$ cat src/hw/rtl/bzr_pkg.sv
// Shared types and constants for the quadratic Bezier point generator.
`timescale 1ns / 1ps
package bzr_pkg;

	localparam int MAX_POINTS = 64;
	localparam int IDX_W      = $clog2(MAX_POINTS);
	localparam int CNT_W      = 7;
	localparam int CRD_W      = 16;
	localparam int T_W        = 17;
	localparam int IN_W       = 104;
	localparam int OUT_W      = 40;

	typedef enum logic {
		SEQ_IDLE,
		SEQ_RUN
	} seq_state_t;

	// One point request from the sequencer into the arithmetic pipeline.
	typedef struct packed {
		logic [T_W-1:0]          t;
		logic [IDX_W-1:0]        idx;
		logic                    last;
		logic signed [CRD_W-1:0] p0x;
		logic signed [CRD_W-1:0] p0y;
		logic signed [CRD_W-1:0] p1x;
		logic signed [CRD_W-1:0] p1y;
		logic signed [CRD_W:0]   d01x;
		logic signed [CRD_W:0]   d01y;
		logic signed [CRD_W:0]   d12x;
		logic signed [CRD_W:0]   d12y;
	} pt_req_t;

endpackage

$ cat src/hw/rtl/bzr_seq.sv
// Curve latch and point sequencer: clamps the count, looks up the step, walks t.
`timescale 1ns / 1ps
module bzr_seq
	import bzr_pkg::*;
(
	input  logic                    clk,
	input  logic                    arst_n,
	input  logic                    in_valid,
	output logic                    in_ready,
	input  logic signed [CRD_W-1:0] start_x,
	input  logic signed [CRD_W-1:0] start_y,
	input  logic signed [CRD_W-1:0] ctrl_x,
	input  logic signed [CRD_W-1:0] ctrl_y,
	input  logic signed [CRD_W-1:0] end_x,
	input  logic signed [CRD_W-1:0] end_y,
	input  logic [CNT_W-1:0]        point_count,
	output logic                    req_valid,
	input  logic                    req_ready,
	output pt_req_t                 req
);

	seq_state_t              state_q, state_nx;
	logic signed [CRD_W-1:0] p0x_q, p0y_q, p1x_q, p1y_q;
	logic signed [CRD_W:0]   d01x_q, d01y_q, d12x_q, d12y_q;
	logic [T_W-1:0]          step_q;
	logic [T_W-1:0]          t_q;
	logic [IDX_W-1:0]        idx_q;
	logic [IDX_W-1:0]        nm1_q;
	logic [IDX_W-1:0]        nm1;
	logic [T_W-1:0]          step_tbl [MAX_POINTS];
	logic                    take;
	logic                    issue;
	logic                    is_last;

	// floor(2^16 / k), worked out at elaboration
	assign step_tbl[0] = '0;
	for (genvar k = 1; k < MAX_POINTS; k++) begin : g_step
		localparam int unsigned StepVal = 65536 / k;
		assign step_tbl[k] = T_W'(StepVal);
	end

	always_comb begin
		if (point_count < CNT_W'(2)) begin
			nm1 = IDX_W'(1);
		end else if (point_count > CNT_W'(MAX_POINTS)) begin
			nm1 = IDX_W'(MAX_POINTS - 1);
		end else begin
			nm1 = IDX_W'(point_count - CNT_W'(1));
		end
	end

	assign in_ready  = (state_q == SEQ_IDLE);
	assign take      = in_valid && in_ready;
	assign req_valid = (state_q == SEQ_RUN);
	assign issue     = req_valid && req_ready;
	assign is_last   = (idx_q == nm1_q);

	always_comb begin
		state_nx = state_q;
		unique case (state_q)
			SEQ_IDLE: if (take) state_nx = SEQ_RUN;
			SEQ_RUN:  if (issue && is_last) state_nx = SEQ_IDLE;
			default:  state_nx = SEQ_IDLE;
		endcase
	end

	always_ff @(posedge clk or negedge arst_n) begin
		if (!arst_n) begin
			state_q <= SEQ_IDLE;
			t_q     <= '0;
			idx_q   <= '0;
			nm1_q   <= '0;
			step_q  <= '0;
		end else begin
			state_q <= state_nx;
			if (take) begin
				t_q    <= '0;
				idx_q  <= '0;
				nm1_q  <= nm1;
				step_q <= step_tbl[nm1];
			end else if (issue) begin
				t_q   <= t_q + step_q;
				idx_q <= idx_q + IDX_W'(1);
			end
		end
	end

	always_ff @(posedge clk) begin
		if (take) begin
			p0x_q  <= start_x;
			p0y_q  <= start_y;
			p1x_q  <= ctrl_x;
			p1y_q  <= ctrl_y;
			d01x_q <= (CRD_W+1)'(ctrl_x) - (CRD_W+1)'(start_x);
			d01y_q <= (CRD_W+1)'(ctrl_y) - (CRD_W+1)'(start_y);
			d12x_q <= (CRD_W+1)'(end_x) - (CRD_W+1)'(ctrl_x);
			d12y_q <= (CRD_W+1)'(end_y) - (CRD_W+1)'(ctrl_y);
		end
	end

	always_comb begin
		req.t    = t_q;
		req.idx  = idx_q;
		req.last = is_last;
		req.p0x  = p0x_q;
		req.p0y  = p0y_q;
		req.p1x  = p1x_q;
		req.p1y  = p1y_q;
		req.d01x = d01x_q;
		req.d01y = d01y_q;
		req.d12x = d12x_q;
		req.d12y = d12y_q;
	end

	a_start: assert property (@(posedge clk) disable iff (!arst_n)
		take |=> (state_q == SEQ_RUN) && (idx_q == '0) && (t_q == '0))
		else $error("run did not start at index zero");

	a_end: assert property (@(posedge clk) disable iff (!arst_n)
		issue && is_last |=> state_q == SEQ_IDLE)
		else $error("run did not end after last point");

	a_bound: assert property (@(posedge clk) disable iff (!arst_n)
		state_q == SEQ_RUN |-> idx_q <= nm1_q && nm1_q != '0)
		else $error("point index beyond run length");

endmodule

$ cat config.mk
export PLATFORM = sky130hd
export DESIGN_NAME = bzr_seq
export DESIGN_NICKNAME = d
export VERILOG_FILES = /design/src/hw/rtl/bzr_pkg.sv /design/src/hw/rtl/bzr_seq.sv
export SDC_FILE = /design/constraint.sdc
export NUM_CORES = 1
export LEC_CHECK = 0
export BUFFER_PORTS_ARGS = -buffer_cell sky130_fd_sc_hd__clkbuf_2
export CORE_MARGIN = 2
export CORE_UTILIZATION = 43
export CTS_BUF_LIST = sky130_fd_sc_hd__clkbuf_2
export DETAILED_ROUTE_END_ITERATION = 16
export PLACE_DENSITY = 0.69
export SLEW_MARGIN = 20
export SYNTH_ARGS = -nofsm -noshare
export SYNTH_HDL_FRONTEND = slang
export SYNTH_SLANG_ARGS = --single-unit
$ cat constraint.sdc
create_clock -name clk -period 5 [get_ports clk]
set_clock_uncertainty 0.1 [all_clocks]
set_input_delay 0.5 -clock clk [delete_from_list [all_inputs] [get_ports clk]]
set_output_delay 0.5 -clock clk [all_outputs]
set_load 0.1 [all_outputs]
# --- Word level (Yosys, flattened, before mapping) ---
# Memories as Yosys holds them, arrays and structs flattened. A register that Yosys moved wholly into a read port is not among the register bits.
# Cells that the tools add are included.
classes:
  add_sub_neg: 7
  eq_ne: 1
  n_bitwise: 2
  n_lt_le_gt_ge: 2
  n_reduce_logical: 5
  muxes: 9
op_table:
  columns: ["cell", "count"]
  rows:
  - ["subtractor 16 x 16 -> 17 bit", 4]
  - ["2-to-1 mux 17 bit", 2]
  - ["2-to-1 mux 6 bit", 4]
  - ["adder 17 bit", 1]
  - ["greater-than comparator 7 bit, second input constant", 1]
  - ["< comparator 7 x 2 -> 1 bit, second input constant", 1]
  - ["NOT 6 -> 7 bit", 1]
  - ["adder 6 x 1 -> 6 bit, second input constant", 1]
  - ["equality test 6 bit", 1]
  - ["subtractor 6 x 1 -> 6 bit, second input constant", 1]
  - ["logical AND 1 bit", 3]
  - ["2-to-1 mux 1 bit", 2]
  - ["one-hot mux 1 bit (2 select lines)", 1]
  - ["nonzero test 2 bit", 1]
  - ["logical NOT 1 bit", 1]
  - ["NOT 1 bit", 1]
word_totals:
  in_bits: 107
  word_cells: 39
  romBits: 1088
  memories: 1
  reg_bits: 162
mem_list:
  columns: ["memory", "depth", "word_bits", "read_ports", "rd_clocked_by_memory_dff", "wr", "line", "source"]
  rows:
  - ["(no name shown)", 64, 17, 1, 1, 0, "bzr_seq.sv:80", "step_q <= step_tbl[nm1];"]

# --- Logic depth before layout (Yosys ltp) ---
depth:
  depth_word: 4
  ltp_mapped: 13
  depth_no_buf: 11

# --- Worst setup path before layout ---
# Ideal clock, no wire load.
synth_timing:
  kind: "flip-flop to flip-flop"
  from: "register state_q, in the netlist req_valid"
  to: "register step_q[8]"
  path_slack_ps: -1637
  synth_period_minus_slack_ps: 6637
  t_arrival_ps: 6446
  n_path_buf: 1
  stages_incl_launch_ff: 7
  cell_sequence: "dfrtp_1 -> inv_1 -> nand2_1 -> clkinv_1 -> clkbuf_1 -> o32ai_1 -> nor2_1"
synth_via:
  elab_chain_len: 2
synth_lines:
  columns: ["element", "line", "source"]
  rows:
  - ["start, declared", "bzr_seq.sv:22", "seq_state_t state_q, state_nx;"]
  - ["start signal, assigned", "bzr_seq.sv:75", "state_q <= state_nx;"]
  - ["NOT 1 bit", null, null]
  - ["named net in_ready", "bzr_seq.sv:9", "output logic in_ready,"]
  - ["logical AND 1 bit", "bzr_seq.sv:53", "assign take = in_valid && in_ready;"]
  - ["named net take", "bzr_seq.sv:31", "logic take;"]
  - ["end, declared", "bzr_seq.sv:25", "logic [T_W-1:0] step_q;"]
# The timed path passes the listed nets, and every way through them passes these cells.
# A chain may end at the register's enable or synchronous reset.

# --- Worst setup path in the final report ---
layout_timing:
  from: "input port ctrl_x[1]"
  to: "register d01x_q[13], data pin"
layout_via:
  elab_chain_len: 1
layout_lines:
  columns: ["element", "line", "source"]
  rows:
  - ["start, declared", "bzr_seq.sv:12", "input logic signed [CRD_W-1:0] ctrl_x,"]
  - ["subtractor 16 x 16 -> 17 bit", "bzr_seq.sv:94", "d01x_q <= (CRD_W+1)'(ctrl_x) - (CRD_W+1)'(start_x);"]
  - ["end signal, assigned", "bzr_seq.sv:94", null]
  - ["end, declared", "bzr_seq.sv:24", "logic signed [CRD_W:0] d01x_q, d01y_q, d12x_q, d12y_q;"]
# Every way passes these cells.

==> impl_metrics.tcl <==
set metrics [dict create \
    ant_nets 0 \
    final_area_sq_mm 0.0139 \
    critPathCaptureType "flip-flop" \
    grt_max_degree 103 \
    setup_slack_ns 1.92 \
    synthFlopType "edfxtp_1" \
    grt_pass1_wl_mm 51.1 \
    drt_iter0_drc 800 \
    ys_seq_elements 179 \
    period_share_pct 61.6 \
    clk_root_buffer_cell "clkbuf_2" \
    cts_buffers 17 \
    vias_per_cell 5.58 \
    wl_mm 32.0 \
    clock_sinks 179 \
    synthCells 1106 \
    dieArea_sq_mm 0.0277 \
    yosysSeqAreaShare_pct 45.3 \
    floorplan.initialDensity_pct 43.6 \
    max_slew.worst_pin.slew_ns 0.963 \
    cp_cell_sequence "dlygate4sd3_1 > clkbuf_2 > ha_1 > nor2b_1 > o31a_1 > o211ai_1 > a21oi_1 > a2111oi_0 > or2_2 > o211ai_1" \
    io_pins 265 \
    fp-row-count 59 \
    clk_latency_ns 0.77 \
    final_nets 1631 \
    required_ns 5.47 \
    cpPeakStageDelay_ns 0.83 \
    cts_tree "done" \
    period_needed_ns 3.08 \
    slowest_stage "a2111oi_0" \
    dp_slack_ns 1.26 \
    hold_class "primary input to flip-flop" \
    maxSlewViolCount 0 \
    synth_area_sq_mm 0.0113 \
    yosys_warnings 0 \
    antenna_found_initial 2 \
    num_vias 9930 \
    drive_above_1_share_pct 23.4 \
    finalSetupViolCount 0 \
    synth_cell_types 89 \
    power_density_mw_per_mm2 406 \
    numPortBuffers 264 \
    peakVddDrop_uv 779 \
    clk_pin_slew_worst_paths_ns 0.34 \
    htreeDepth 4 \
    leakagePower_nw 6.15 \
    synth.avg_cell_area_sq_um 10.3 \
    grt_pass1_vias 9671 \
    fin_tns_setup_ns 0 \
    postCtsSetupRepairBufs 0 \
    postPlaceCellArea_sq_mm 0.0129 \
    post_drt_wl_per_cell_microns 18.0 \
    start_kind "primary input" \
    path_max_fanout 4 \
    dr.pass1.iters 5 \
    crit_path_frequent_cell "o211ai_1" \
    maxCapViolations 0 \
    remaining_drc_errors 0 \
    gp_congestion 0.903 \
    dieHeight_microns 166 \
    rsz0062_at_grt "no" \
    syn_to_final_growth_pct 22.6 \
    place_hpwl_mm 23.3 \
    finalHoldViolCount 0 \
    synth_nets 1308 \
    grt_use_total_pct 22.9 \
    overflow 0 \
    die_width_microns 166 \
    async_flop_share_pct 26.3 \
    status "finished, final reports clean" \
    max_clock_freq_mhz 325 \
    max_slew_margin_pct 35.8 \
    synth_edf_count 132 \
    critPathKind "primary input to flip-flop" \
    coreArea_sq_mm 0.0260 \
    cp.arrival_ns 3.55 \
    max-clock-path-buffers 2 \
]
[layer usage]
metal / track usage (%) / share of wire [%]
met5: 0 / 0
met4: 7.35 / 2.1
met3: 6.55 / 8.3
met2: 36.0 / 46
met1: 30.6 / 44
[worst max-delay path: cells and delay by family]
family	cells	cell delay, ns
AO/OA/AOI/OAI	5	1.57
adder cells (fa/ha/maj)	1	0.30
buffers and inverters	2	0.75
AND/OR/NAND/NOR	2	0.41
[cells in the mapped netlist (all sizes together) (5+ instances only)]
master | number | area, sq um
nand3 | 36 | 185
a211o | 6 | 52.6
or3 | 12 | 75.1
clkbuf | 17 | 63.8
xor2 | 15 | 150
nor4 | 7 | 65.1
a211oi | 11 | 95.1
o31a | 9 | 78.8
o31ai | 13 | 97.6
a21o | 15 | 113
nor2b | 15 | 93.8
xnor2 | 43 | 384
fa | 5 | 100
a2111oi | 7 | 67.6
nand2b | 11 | 68.8
edfxtp | 132 | 3960
inv | 105 | 394
a31oi | 15 | 93.8
o21bai | 5 | 48.8
nor3b | 5 | 37.5
o21ai | 67 | 335
o211ai | 22 | 170
o311ai | 6 | 52.6
and3 | 9 | 56.3
nor2 | 65 | 246
a22oi | 6 | 58.8
a311oi | 9 | 78.8
nand2 | 85 | 327
a21oi | 71 | 359
or2 | 9 | 56.3
ha | 90 | 1130
o21a | 16 | 120
a21boi | 6 | 45.0
buf | 18 | 134
nand4 | 6 | 37.5
nand3b | 6 | 45.0
nor3 | 25 | 135
dfrtp | 47 | 1180
[area by class of cell]
type	instances	area [sq um]
clock buffer	17	85.1
inverter	106	403
fill	2298	12100
multi-input combinational	786	5610
timing repair buffer	339	2060
clock inverter	15	179
antenna	4	10.0
tap	335	419
sequential	179	5140
[worst paths after layout]
kind                                         from                endpoint  slack (ns)  depth (start not counted)
min                                      end_y[6]     d12y_q[6]$_DFFE_PP_         0.1                          3
min reg2reg                step_q[15]$_DFFE_PN0P_  step_q[15]$_DFFE_PN0P_        0.43                          2
max in group asynchronous                  arst_n   step_q[2]$_DFFE_PN0P_        4.09                          3
max reg2reg                   req_valid$_DFF_PN0_     d12x_q[4]$_DFFE_PP_        2.23                          5
min in group asynchronous                  arst_n      t_q[8]$_DFFE_PN0P_        0.19                          3
max                                     ctrl_x[1]    d01x_q[13]$_DFFE_PP_        1.92                         10
[stage by stage]
stage / hold WS, ns / cells / util [%] / power [mW]
floorplan: 0.104 / 1106 / - / 4.28
global placement: 0.377 / 1676 / 49.8 / 4.79
detailed placement: 0.380 / 1676 / 49.8 / 4.82
CTS: 0.00410 / 1777 / 53.5 / 5.67
global route: 0.0217 / 1780 / 53.5 / 5.97
finish: 0.0970 / 1781 / 53.5 / 5.64
[cells by family after synthesis]
logic type,after synthesis,synth area share (%)
AOI/OAI and AO/OA,327,20.2
muxes,2,0.177
DFF,179,45.3
and+or+nand+nor,304,13.5
buffers and inverters,141,5.25
xor gates and xnor gates,58,4.71
adders and majority gates,95,10.8
[placed cells by master, fill, tap and decap left out, types with 10 or more instances in the layout]
master	netlist	final
clkbuf_2	0	281
edfxtp_1	132	132
inv_1	105	105
ha_1	90	90
nand2_1	84	84
a21oi_1	70	70
dlygate4sd3_1	0	69
o21ai_0	67	67
nor2_1	64	64
dfrtp_1	47	47
xnor2_1	42	42
nand3_1	35	35
nor3_1	23	22
o211ai_1	21	21
o21a_1	16	16
nor2b_1	15	15
a31oi_1	15	15
a21o_1	15	15
xor2_1	14	14
o31ai_1	13	13
or3_1	12	12
nand2b_1	11	11
a211oi_1	10	10
[sequential cells by signal, summed over array words and instances (netlist names)]
register and flops:
d12x_q 17, idx_q 6, d01x_q 17, req_valid 1
nm1_q 6, step_q 17, p1x_q 16, d01y_q 17
t_q 17, p1y_q 16, p0x_q 16, p0y_q 16
d12y_q 17
[report_power, final]
| group | internal (mW) | switching, mW | total (mW) |
|---|---|---|---|
| sequential | 1.87 | 0.194 | 2.07 |
| combinational | 0.759 | 2.01 | 2.77 |
| clock | 0.175 | 0.628 | 0.803 |
| total | 2.81 | 2.83 | 5.64 |
[repair_timing]
action,CTS,global route
hold endpoints to repair,118,0
resized for setup,0,0
hold buffers,69,0
Power figures use the tool's default switching activity.
